### src/design/pcsd_pkg.sv
// shared types and constants for the point to cuboid set distance block
`default_nettype none

package pcsd_pkg;

    // table size and field widths
    localparam int MAX_CUBOIDS = 16;
    localparam int COORD_W     = 32;
    localparam int SIDE_W      = 31;
    localparam int SLOT_W      = 4;
    localparam int CFG_W       = 5;
    localparam int OPC_W       = 1;

    // doubled face distances: 2*(p - c) - side fits in 35 signed bits
    localparam int DW = COORD_W + 3;

    // min tree over the lanes, one register level per tree level
    localparam int TREE_LEVELS = (MAX_CUBOIDS > 1) ? $clog2(MAX_CUBOIDS) : 1;
    localparam int TREE_WIDTH  = 1 << TREE_LEVELS;

    // pipeline stage map
    localparam int LANE_STAGES = 3;
    localparam int TREE_FIRST  = LANE_STAGES;
    localparam int PIPE_STAGES = LANE_STAGES + TREE_LEVELS + 1;
    localparam int OUT_STAGE   = PIPE_STAGES - 1;

    // lane count compare width
    localparam int CNT_W = $clog2(MAX_CUBOIDS + 1);
    localparam int CMP_W = (CNT_W > CFG_W) ? CNT_W : CFG_W;

    // configuration port
    localparam int APB_ADDR_W = 2;
    localparam int APB_DATA_W = 32;
    localparam logic [APB_ADDR_W-1:0] ADDR_CUBOIDS_IN_USE = 2'd0;

    // opcodes
    localparam logic [OPC_W-1:0] OP_LOAD  = 1'b0;
    localparam logic [OPC_W-1:0] OP_QUERY = 1'b1;

    localparam logic signed [COORD_W-1:0] DIST_MAX = {1'b0, {(COORD_W-1){1'b1}}};
    localparam logic signed [COORD_W-1:0] DIST_MIN = {1'b1, {(COORD_W-1){1'b0}}};

    typedef enum logic [1:0] {
        AXIS_X,
        AXIS_Y,
        AXIS_Z
    } t_axis;

    typedef struct packed {
        logic signed [COORD_W-1:0] x;
        logic signed [COORD_W-1:0] y;
        logic signed [COORD_W-1:0] z;
    } t_point;

    typedef struct packed {
        logic signed [COORD_W-1:0] cx;
        logic signed [COORD_W-1:0] cy;
        logic signed [COORD_W-1:0] cz;
        logic [SIDE_W-1:0]         sx;
        logic [SIDE_W-1:0]         sy;
        logic [SIDE_W-1:0]         sz;
    } t_cuboid;

    typedef struct packed {
        logic signed [DW-1:0] dist2;
        t_axis                axis;
        logic                 pos;
    } t_face;

    typedef struct packed {
        logic  vld;
        t_face face;
    } t_cand;

endpackage

`default_nettype wire

### src/design/pcsd_lane.sv
// one cuboid lane: face distances, per-axis pick, best face over the axes
`default_nettype none

module pcsd_lane (
    input  logic                               i_clk,
    input  logic [pcsd_pkg::LANE_STAGES-1:0]   i_en,
    input  pcsd_pkg::t_point                   i_point,
    input  pcsd_pkg::t_cuboid                  i_cuboid,
    output pcsd_pkg::t_face                    o_face
);
    import pcsd_pkg::*;

    logic signed [COORD_W-1:0] w_p [3];
    logic signed [COORD_W-1:0] w_c [3];
    logic [SIDE_W-1:0]         w_h [3];

    logic signed [DW-1:0] n_lo [3];
    logic signed [DW-1:0] n_hi [3];
    logic signed [DW-1:0] r_lo [3];
    logic signed [DW-1:0] r_hi [3];

    t_face n_ax [3];
    t_face r_ax [3];
    t_face n_face;
    t_face r_face;

    assign w_p[0] = i_point.x;
    assign w_p[1] = i_point.y;
    assign w_p[2] = i_point.z;
    assign w_c[0] = i_cuboid.cx;
    assign w_c[1] = i_cuboid.cy;
    assign w_c[2] = i_cuboid.cz;
    assign w_h[0] = i_cuboid.sx;
    assign w_h[1] = i_cuboid.sy;
    assign w_h[2] = i_cuboid.sz;

    // doubled distances to the low and high face planes
    always_comb begin
        for (int a = 0; a < 3; a++) begin
            n_lo[a] = (DW'(w_c[a]) <<< 1) - (DW'(w_p[a]) <<< 1) - DW'(w_h[a]);
            n_hi[a] = (DW'(w_p[a]) <<< 1) - (DW'(w_c[a]) <<< 1) - DW'(w_h[a]);
        end
    end

    always_ff @(posedge i_clk) begin
        if (i_en[0]) begin
            r_lo <= n_lo;
            r_hi <= n_hi;
        end
    end

    // high face wins only when strictly greater
    always_comb begin
        for (int a = 0; a < 3; a++) begin
            n_ax[a].axis = t_axis'(2'(a));
            if (r_hi[a] > r_lo[a]) begin
                n_ax[a].dist2 = r_hi[a];
                n_ax[a].pos   = 1'b1;
            end else begin
                n_ax[a].dist2 = r_lo[a];
                n_ax[a].pos   = 1'b0;
            end
        end
    end

    always_ff @(posedge i_clk) begin
        if (i_en[1]) begin
            r_ax <= n_ax;
        end
    end

    // earliest axis with the largest distance
    always_comb begin
        n_face = r_ax[0];
        if (r_ax[1].dist2 > n_face.dist2) begin
            n_face = r_ax[1];
        end
        if (r_ax[2].dist2 > n_face.dist2) begin
            n_face = r_ax[2];
        end
    end

    always_ff @(posedge i_clk) begin
        if (i_en[2]) begin
            r_face <= n_face;
        end
    end

    assign o_face = r_face;

endmodule

`default_nettype wire

### config.mk
export PLATFORM = sky130hd
export DESIGN_NAME = pcsd_lane
export DESIGN_NICKNAME = d
export VERILOG_FILES = /design/src/design/pcsd_pkg.sv /design/src/design/pcsd_lane.sv
export SDC_FILE = /design/constraint.sdc
export NUM_CORES = 2
export LEC_CHECK = 0
export BUFFER_PORTS_ARGS = -buffer_cell sky130_fd_sc_hd__clkbuf_2
export CORE_MARGIN = 2
export CORE_UTILIZATION = 56
export CTS_CLUSTER_DIAMETER = 100
export DETAILED_ROUTE_END_ITERATION = 10
export GPL_TIMING_DRIVEN = 0
export PLACE_DENSITY_LB_ADDON = 0.08
export SYNTH_ARGS = -nofsm -noshare
export SYNTH_HDL_FRONTEND = slang
export SYNTH_SLANG_ARGS = --single-unit
### constraint.sdc
create_clock -name i_clk -period 5.3 [get_ports i_clk]
set_input_delay 0.53 -clock i_clk [delete_from_list [all_inputs] [get_ports i_clk]]
set_output_delay 0.53 -clock i_clk [all_outputs]
set_load 0.1 [all_outputs]
==> results.yml <==
outcome:
  status: "finished with violations"
  violations: "DRC, setup timing"
layout:
  regArea_um2: 10700
  instances_no_fill: 4546
  nets: 4614
  fin_area_um2: 38200
  drive_gt1_share_pct: 14.5
  final_common_cell: "inv_1"
  diodes: 0
  utilization_pct: 64.6
  multiInputGateArea_um2: 20700
  area_growth_pct: 13.8
  nFillCells: 4766
  most-common-layout-cells: "inv_1 (540), ha_1 (399), edfxtp_1 (356)"
global_route:
  overflow: 0
  grt_pass1_vias: 26700
  grt_max_degree: 110
  grt_pass1_wl_mm: 139
  track_usage_pct: 28.0
  antenna_found_initial: 2
die:
  die_h_um: 249
  core.rowCount: 89
  die_width_um: 249
  start_util_pct: 56.7
  core_area_um2: 59100
  io_pins: 327
  dieArea_um2: 61800
timing:
  max_freq_mhz: 187
  finalCritPeriodShare_pct: 101
  slew_viol_final: 0
  hold_slack_ps: 317
  grt_setup_unrepaired: "true"
  setup_viol_count_final: 2
  worst_slack_ps: -37.6
  fin_crit_ps: 5340
  tightest_slew_ps: 1170
  fin_setup_tns_ps: -72.0
  clock_skew_ps: 26.7
  max_slew_margin_pct: 20.1
  hold_violations: 0
logic_synthesis:
  synthFlopType: "edfxtp_1"
  synthSimpleGateAreaFrac_pct: 9.43
  synth_top_family_by_area: "adder cells"
  ys_types: 80
  synthCells: 3345
  synth_mux_area_share_pct: 3.60
  synth_nets: 4216
  synth_compound_gate_area_share_pct: 17.4
  ys_ff_latch: 356
  synth-xor-area-share_pct: 4.81
  yosysSeqAreaShare_pct: 31.9
  synthesis.area_um2: 33500
  yosysWarnings: 0
  synthAdderAreaFrac_pct: 25.7
  synth-edff-count: 356
  synth.avg_cell_area_um2: 10.0
  async_reset_ff_share_pct: 0
clocking:
  root_buffer: "clkbuf_16"
  ctsHoldBuffers: 0
  htreeDepth: 2
  clockBufferDepth: 3
  clkTransAtPathRegs_ps: 60
  cts_buffers: 39
  clock_sinks: 356
  cts_tree: "built"
  clkLatencyLatePin_ps: 600
critical_path:
  critical_path_class: "flop to flop"
  cp.required_ps: 5680
  crit_path_end_kind: "flop"
  crit_fanout: 7
  ff2ff_path_depth: 24
  rr_startpoint: "r_ax[75]"
  timing.critical_path.from: "r_ax[75]"
  reg2reg_slack_ps: -40
  crit_arrival_ps: 5720
  r2r-end: "o_face[22]"
  startpoint_type: "flop"
power_and_ir_drop:
  p_leak_nw: 17.8
  peakVddDrop_v: 0.000513
  finalPower_mw: 21.2
  p_per_area_nw_per_um2: 555
placed_design:
  dpl.hpwl_mm: 70.8
  place_congestion: 0.922
  post_dp_cell_area_um2: 36200
  dp_slack_ps: -761
  portBuffers: 326
  placed_cells: 4446
hold_path:
  min_path_cells: 2
  min-delay-start: "i_cuboid[157]"
  hold_path_end: "r_lo[70]"
  hp-class: "primary input to flop"
routing:
  dr.pass1.iters: 10
  ant_nets: 0
  drt-total-wl_mm: 88.2
  vias: 26900
  remaining_drc_errors: 16
  initialDrtViolationCount: 1982
  wl_per_cell_um: 19.4
  vias_per_cell: 5.92
flow_run:
  drv_cap: 0
## synth_stat cells, types with 8 or more instances
library cell / n / share of area [%]
inv_1: 541 / 6.1
and3_1: 54 / 1.0
o2111ai_1: 38 / 0.99
a211oi_1: 27 / 0.60
nand3_1: 91 / 1.4
a31oi_1: 50 / 0.93
a21o_1: 130 / 2.9
fa_1: 180 / 11
and2_1: 11 / 0.21
xor2_1: 43 / 1.1
o21bai_1: 38 / 0.85
a22o_1: 14 / 0.37
nor2b_1: 20 / 0.37
a2111oi_0: 10 / 0.26
o211ai_1: 18 / 0.40
or2_2: 16 / 0.30
nand2_1: 164 / 1.8
mux2i_1: 73 / 2.2
a31o_2: 14 / 0.37
ha_1: 402 / 15
mux2_2: 39 / 1.3
edfxtp_1: 356 / 32
nand2b_1: 17 / 0.32
and4_1: 14 / 0.37
xnor2_1: 141 / 3.7
nor2_1: 103 / 1.2
a311o_1: 31 / 0.93
a21oi_1: 226 / 3.4
nor3_1: 32 / 0.48
clkbuf_1: 77 / 0.86
or3_1: 11 / 0.21
o31ai_1: 8 / 0.18
o21ai_0: 113 / 1.7
o21a_1: 30 / 0.67
a32o_1: 30 / 0.90
a221oi_1: 8 / 0.21
nand4_1: 75 / 1.4
## worst max path at each step
stage / cells past startpoint / to / slack, ps
2_1_floorplan: 22 / o_face[0] / 380
3_5_place_dp: 23 / o_face[27] / -760
5_1_grt: 23 / o_face[27] / -110
3_3_place_gp: 24 / o_face[27] / -580
6_report: 24 / o_face[22] / -40
4_1_cts: 24 / o_face[27] / 1
## flip-flops by register name (all words and copies together), names as in the netlist
| signal | flops |
|---|---|
| r_ax | 108 |
| o_face | 38 |
| r_hi | 105 |
| r_lo | 105 |
## worst max-delay path: stages, from the launching register on
cell and delay (ps):
edfxtp_1 410, ha_1 310, buf_6 120, nand4_1 160
nor4_4 70, a221oi_2 320, o21ai_2 110, a211oi_2 290
xor2_1 170, and2_1 160, buf_6 190, buf_12 160
mux2i_4 290, ha_4 250, a21o_1 160, a21o_1 170
a21oi_2 130, o211ai_1 140, a21o_1 240, mux2_4 330
o221ai_2 70, mux2_4 200, buf_12 140, clkbuf_16 160
mux2i_2 340
## what timing repair did
action                                  4_1_cts  5_1_grt
endpoints found under the setup margin       38       38
pin swaps                                     5       20
buffers inserted                              7       20
gates cloned                                  0        2
resized for setup                            36       54
## where the power goes
part | leakage, nW | internal, mW | switching, mW | total [mW]
clock | 0.624 | 1.63 | 1.19 | 2.82
combinational | 13.7 | 5.35 | 7.58 | 12.9
sequential | 3.50 | 4.67 | 0.796 | 5.46
## cell type report
| type | count | share of cell area (%) |
|---|---|---|
| buffer | 88 | 1.17 |
| tap | 773 | 2.53 |
| clock buffer | 46 | 2.63 |
| clock inverter | 25 | 0.855 |
| timing repair buffer | 357 | 5.15 |
| multi-input combinational | 2360 | 54.3 |
| sequential | 356 | 28.0 |
| inverter | 541 | 5.32 |
## kinds of logic (layout without fill, tap and decap cells)
kind of cell	Yosys count	after routing
AO/OA/AOI/OAI	852	852
buffers and inverters	629	1057
AND/OR/NAND/NOR	627	627
XOR/XNOR	184	184
multiplexers	115	115
adder cells (fa/ha/maj)	582	582
flip-flops	356	356
## metal layers
layer  track usage [%]  vias up  part of all wire (%)
met2              49.1      910                    49
met4              8.38        0                   2.7
li1                  -    12800                     -
met1              36.4    13000                    42
met3              3.28      169                   6.1
met5                 0        -                     0
Power figures use the tool's default switching activity.
